<file path="config.mk">
export PLATFORM = sky130hd
export DESIGN_NAME = ddt_decode
export DESIGN_NICKNAME = d
export VERILOG_FILES = /design/src/hw/rtl/ddt_pkg.sv /design/src/hw/rtl/ddt_decode.sv
export SDC_FILE = /design/constraint.sdc
export NUM_CORES = 1
export LEC_CHECK = 0
export CAP_MARGIN = 5
export CORE_AREA = 2 2 158 160
export DETAILED_ROUTE_END_ITERATION = 16
export DIE_AREA = 0 0 160 162
export DONT_BUFFER_PORTS = 1
export SLEW_MARGIN = 30
export SYNTH_ARGS = -nofsm -noshare
export SYNTH_HDL_FRONTEND = slang
export SYNTH_SLANG_ARGS = --single-unit
export TNS_END_PERCENT = 50
</file>
<file path="constraint.sdc">
create_clock -name clk_i -period 3.4 [get_ports clk_i]
set_clock_uncertainty 0.2 [all_clocks]
set_input_delay 0.51 -clock clk_i [delete_from_list [all_inputs] [get_ports clk_i]]
set_output_delay 0.51 -clock clk_i [all_outputs]
set_load 0.005 [all_outputs]
</file>
<file path="src/hw/rtl/ddt_pkg.sv">
// shared types and constants for the detection decode top-k block
package ddt_pkg;

  localparam int KeepDepthDef      = 64;
  localparam int ClassCountDef     = 6;
  localparam int CandidateLimitDef = 8400;

  localparam int ScoreFields = 6;
  localparam int InW         = 16;
  localparam int CoordW      = 18;
  localparam int ConfW       = 16;
  localparam int ClsW        = 3;
  localparam int NumW        = 14;
  localparam int LimW        = 7;
  localparam int CfgAddrW    = 1;
  localparam int CfgDataW    = 16;
  localparam int InDataW     = 160;
  localparam int OutDataW    = 112;
  localparam int OutUsedW    = 4 * CoordW + ConfW + ClsW + NumW;

  localparam logic [ConfW-1:0] ThresholdReset = 16'd16384;
  localparam logic [LimW-1:0]  KeepLimitReset = 7'd64;

  typedef enum logic [CfgAddrW-1:0] {
    RegThreshold = 1'b0,
    RegKeepLimit = 1'b1
  } cfg_reg_e;

  // smaller key sorts first: inverted confidence, then class, then arrival
  typedef struct packed {
    logic [ConfW-1:0] conf_inv;
    logic [ClsW-1:0]  cls_idx;
    logic [NumW-1:0]  number;
  } sort_key_t;

  typedef struct packed {
    sort_key_t         key;
    logic [CoordW-1:0] left;
    logic [CoordW-1:0] top;
    logic [CoordW-1:0] right;
    logic [CoordW-1:0] bottom;
  } entry_t;

  typedef struct packed {
    logic   valid;
    logic   ok;
    logic   last;
    entry_t entry;
  } cand_t;

  typedef struct packed {
    logic insert;
    logic hit;
    logic shift;
    logic clear;
  } cell_cmd_t;

endpackage

</file>
<file path="src/hw/rtl/ddt_decode.sv">
// candidate decode stage: size check, argmax, threshold, corners, arrival count
module ddt_decode #(
  parameter int ClassCount     = ddt_pkg::ClassCountDef,
  parameter int CandidateLimit = ddt_pkg::CandidateLimitDef
) (
  input  logic                         clk_i,
  input  logic                         rst_ni,
  input  logic                         accept_i,
  input  logic [ddt_pkg::InDataW-1:0]  data_i,
  input  logic                         frame_end_i,
  input  logic [ddt_pkg::ConfW-1:0]    thr_i,
  output ddt_pkg::cand_t               cand_o
);
  import ddt_pkg::*;

  localparam int NCls = (ClassCount < ScoreFields) ? ClassCount : ScoreFields;
  localparam logic [NumW:0] CandLim = (NumW + 1)'(CandidateLimit);

  logic [InW-1:0]    cx, cy, bw, bh;
  logic [ConfW-1:0]  best;
  logic [ClsW-1:0]   cls;
  logic [CoordW-1:0] cx2, cy2, bw18, bh18;
  logic              ok;
  logic [NumW:0]     cnt_inc;
  logic [NumW-1:0]   cnt_q, cnt_d;
  cand_t             cand_q, cand_d;

  assign cx = data_i[0*InW +: InW];
  assign cy = data_i[1*InW +: InW];
  assign bw = data_i[2*InW +: InW];
  assign bh = data_i[3*InW +: InW];

  // lowest class wins ties
  always_comb begin
    best = data_i[4*InW +: InW];
    cls  = '0;
    for (int c = 1; c < ScoreFields; c++) begin
      if (c < NCls && data_i[(4 + c)*InW +: InW] > best) begin
        best = data_i[(4 + c)*InW +: InW];
        cls  = ClsW'(c);
      end
    end
  end

  assign cx2  = {cx[InW-1], cx, 1'b0};
  assign cy2  = {cy[InW-1], cy, 1'b0};
  assign bw18 = {{2{bw[InW-1]}}, bw};
  assign bh18 = {{2{bh[InW-1]}}, bh};

  assign ok = ($signed(bw) > 16'sd0) && ($signed(bh) > 16'sd0) && (best > thr_i);

  always_comb begin
    cand_d                      = cand_q;
    cand_d.valid                = accept_i;
    cand_d.ok                   = ok;
    cand_d.last                 = frame_end_i;
    cand_d.entry.key.conf_inv   = ~best;
    cand_d.entry.key.cls_idx    = cls;
    cand_d.entry.key.number     = cnt_q;
    cand_d.entry.left           = cx2 - bw18;
    cand_d.entry.top            = cy2 - bh18;
    cand_d.entry.right          = cx2 + bw18;
    cand_d.entry.bottom         = cy2 + bh18;
  end

  assign cnt_inc = {1'b0, cnt_q} + (NumW + 1)'(1);

  always_comb begin
    cnt_d = cnt_q;
    if (accept_i) begin
      if (frame_end_i || cnt_inc >= CandLim) begin
        cnt_d = '0;
      end else begin
        cnt_d = cnt_inc[NumW-1:0];
      end
    end
  end

  always_ff @(posedge clk_i or negedge rst_ni) begin
    if (!rst_ni) begin
      cnt_q  <= '0;
      cand_q <= '0;
    end else begin
      cnt_q  <= cnt_d;
      cand_q <= cand_d;
    end
  end

  assign cand_o = cand_q;

endmodule

</file>
==> results_dict.tcl <==
set metrics [dict create \
    synth-warning-count 0 \
    grt.total_usage 0.257 \
    yosys.cell_count.top_type "inv_1" \
    final_util 0.608 \
    fraction_of_final_layout_cells_sized_beyond_drive_strength_1 0.285 \
    worst-slew-pin-transition_ns 0.635 \
    synth_top_flop_cell "dfrtp_1" \
    tritoncts "built" \
    timing.slew.headroom 0.572 \
    drt_iter0_drc 549 \
    synth_largest_type_area_fraction 0.278 \
    layout_setup_ws_ns -8.00 \
    io_pins 288 \
    ctsLongestPathBuffers 2 \
    cap_viol_max_count 0 \
    endpoint_kind "flip-flop" \
    multi_input_comb_area_um2 7700 \
    post_synthesis_instance_area_um2 10800 \
    synth_cell_types 68 \
    htreeDepth 4 \
    place.gp.congestion 0.934 \
    power.density_nw_per_um2 779 \
    number_of_setup_violations_in_the_final_report 20 \
    num-nets-final 1855 \
    viasPerCell 5.59 \
    grt_start_max_net_pins 121 \
    via_count_of_the_first_global_routing_pass 10000 \
    area_growth_syn_to_layout_pct 35.7 \
    die-height_um 162 \
    routedWlPerCell_um 18.7 \
    first_pass_iters 7 \
    synth_seq_cells 120 \
    crit_arrival_ns 11.48 \
    result_of_the_run "finished, violations left" \
    max_freq_ghz 0.0877 \
    insertion_delay_ns 0.41 \
    grt.overflow.total 0 \
    drc 0 \
    ant_nets 0 \
    slew_violations 0 \
    hpwlAfterDp_um 26200 \
    fraction_of_registers_with_async_set_or_reset_after_synthesis 1.00 \
    first_pass_grt_wire_length_um 53300 \
    period_needed_ns 11.40 \
    startpoint_class_of_the_critical_path "primary input" \
    tritoncts_num_sinks 120 \
    layout.area.seq_um2 3000 \
    final_hold_viol_count 120 \
    die_footprint_um2 25900 \
    whs_ns -0.413 \
    synth_common_cells "inv_1, ha_1, dfrtp_1" \
    hold_class "in -> async" \
    cts-root-buf "clkbuf_16" \
    cts_hold_buffers 5 \
    share_of_the_clock_period_used_by_the_worst_path_after_layout 3.35 \
    antenna_found_initial 0 \
    crit_fanout 7 \
    clk_pin_slew_ns 0.07 \
    totalNegativeSetupSlack_ns -135.72 \
    initial_utilization 0.448 \
    largest_stage_delay_on_the_critical_path_ns 0.47 \
    synth_sequential_area_ratio 0.278 \
    maximum_vdd_drop_uv 419 \
    synth_edf_count 0 \
    failed_checks "negative hold slack, negative setup slack" \
    mappedNetlistNets 1629 \
    tritoncts.num_buffers 17 \
    worst_path_max_delay_cell "or3_4" \
    antenna_diode_count 0 \
    routed_wirelength_um 34500 \
    netlist_top_cells_area "dfrtp_1, ha_1, inv_1, a21oi_1, xnor2_1" \
    horizontal_extent_of_the_die_um 160 \
    crit_top_cell "o21a_1" \
    synthesis.area_per_instance_um2 8.39 \
    synthCells 1286 \
    worst-setup-path-type "in -> reg" \
    worst-endpoint-required_ns 3.48 \
    grt_setup_unrepaired "true" \
    yosysTopAreaCell "dfrtp_1" \
    fill_cells 2135 \
    p_leak_uw 0.00700 \
    via_count 10343 \
    core-area_um2 24100 \
    place.port_buffers 0 \
    rows 57 \
]
## critical path, delay by kind of cell
kind            cells  cell delay, ns
buf+inv            10            1.15
fa+ha+maj           6            1.44
simple gates       14            2.95
compound gates     33            5.39
## layout by cell type, fill, tap and decap left out, types with 8 or more instances in the layout
cell	netlist	final
a211oi_1	16	12
a21o_1	47	47
a21oi_1	88	67
a21oi_2	1	17
a221oi_2	1	10
a22oi_1	16	8
a22oi_2	1	9
a31oi_1	19	10
a31oi_2	0	9
buf_4	3	208
buf_6	4	33
clkbuf_16	0	17
dfrtp_1	120	120
ha_1	159	143
ha_4	0	14
inv_1	168	158
nand2_1	83	80
nand2b_1	10	10
nand3_1	24	24
nand4_1	24	24
nor2_1	82	75
nor2b_1	17	17
nor3_1	29	27
nor4_1	15	13
o21a_1	20	20
o21ai_0	61	40
o21ai_1	1	12
o21ai_2	0	9
o21bai_1	10	10
o22ai_1	20	13
o311ai_0	15	15
o31ai_1	12	12
or3_1	11	10
xnor2_1	45	45
## per-layer routing
| layer | vias up | part of all wire | routed length, µm | global-route usage |
|---|---|---|---|---|
| met3 | 37 | 0.077 | 2660 | 0.0707 |
| met1 | 4897 | 0.42 | 14500 | 0.323 |
| met2 | 344 | 0.48 | 16700 | 0.437 |
| met5 | - | 0 | 0 | 0 |
| li1 | 5065 | - | - | - |
| met4 | 0 | 0.017 | 599 | 0.0725 |
## sequential cells by signal (all words and copies together) (netlist names)
register and cells:
cnt_q 14, cand_o 106
## per-stage QoR
stage          instances  setup WS [ns]  cell area, µm²  power, µW
2_1_floorplan       1286          -8.01           11200       5390
4_1_cts             1826          -7.71           14200      10700
5_1_grt             1849          -8.49           14700      12200
3_5_place_dp        1736          -8.42           12600       7210
6_report            1849          -8.00           14700      11400
3_3_place_gp        1736          -8.24           12600       7160
## power breakdown
group / internal (µW) / leakage [µW] / switching (µW)
clock: 1130 / 0.000304 / 815
combinational: 4080 / 0.00524 / 3450
sequential: 1750 / 0.00146 / 200
## cell type report
| type | instances | area share |
|---|---|---|
| inverters | 168 | 0.0449 |
| flip-flops and latches | 120 | 0.205 |
| clock buffers | 17 | 0.0290 |
| repair buffers | 260 | 0.154 |
| multi-input cells | 945 | 0.525 |
| clock inverters | 15 | 0.0137 |
| well taps | 324 | 0.0277 |
## logic make-up after synthesis
family	after synthesis	synth area share
buf+inv	223	0.0825
mux	7	0.00684
simple gates	324	0.148
xor+xnor	52	0.0422
flops	120	0.278
fa+ha+maj	163	0.192
compound gates	397	0.251
## repair_timing
action,CTS,global route
pin swaps,22,27
endpoints found under the hold margin,128,120
setup buffers,55,26
gates resized for setup,106,52
gates cloned,6,1
endpoints found under the setup margin,20,20
## final timing paths
check	end	cells past startpoint	startpoint	slack, ns
max	cand_o[106]	63	data_i[78]	-8.00
min	cand_o[81]	0	rst_ni	-0.41
max in group asynchronous	cand_o[95]	0	rst_ni	3.27
min reg2reg	cand_o[73]	0	cnt_q[1]	0.24
min in group clk_i	cnt_q[6]	2	accept_i	0.07
max reg2reg	cnt_q[9]	11	cnt_q[0]	0.51
(Power assumes the default switching activity.)
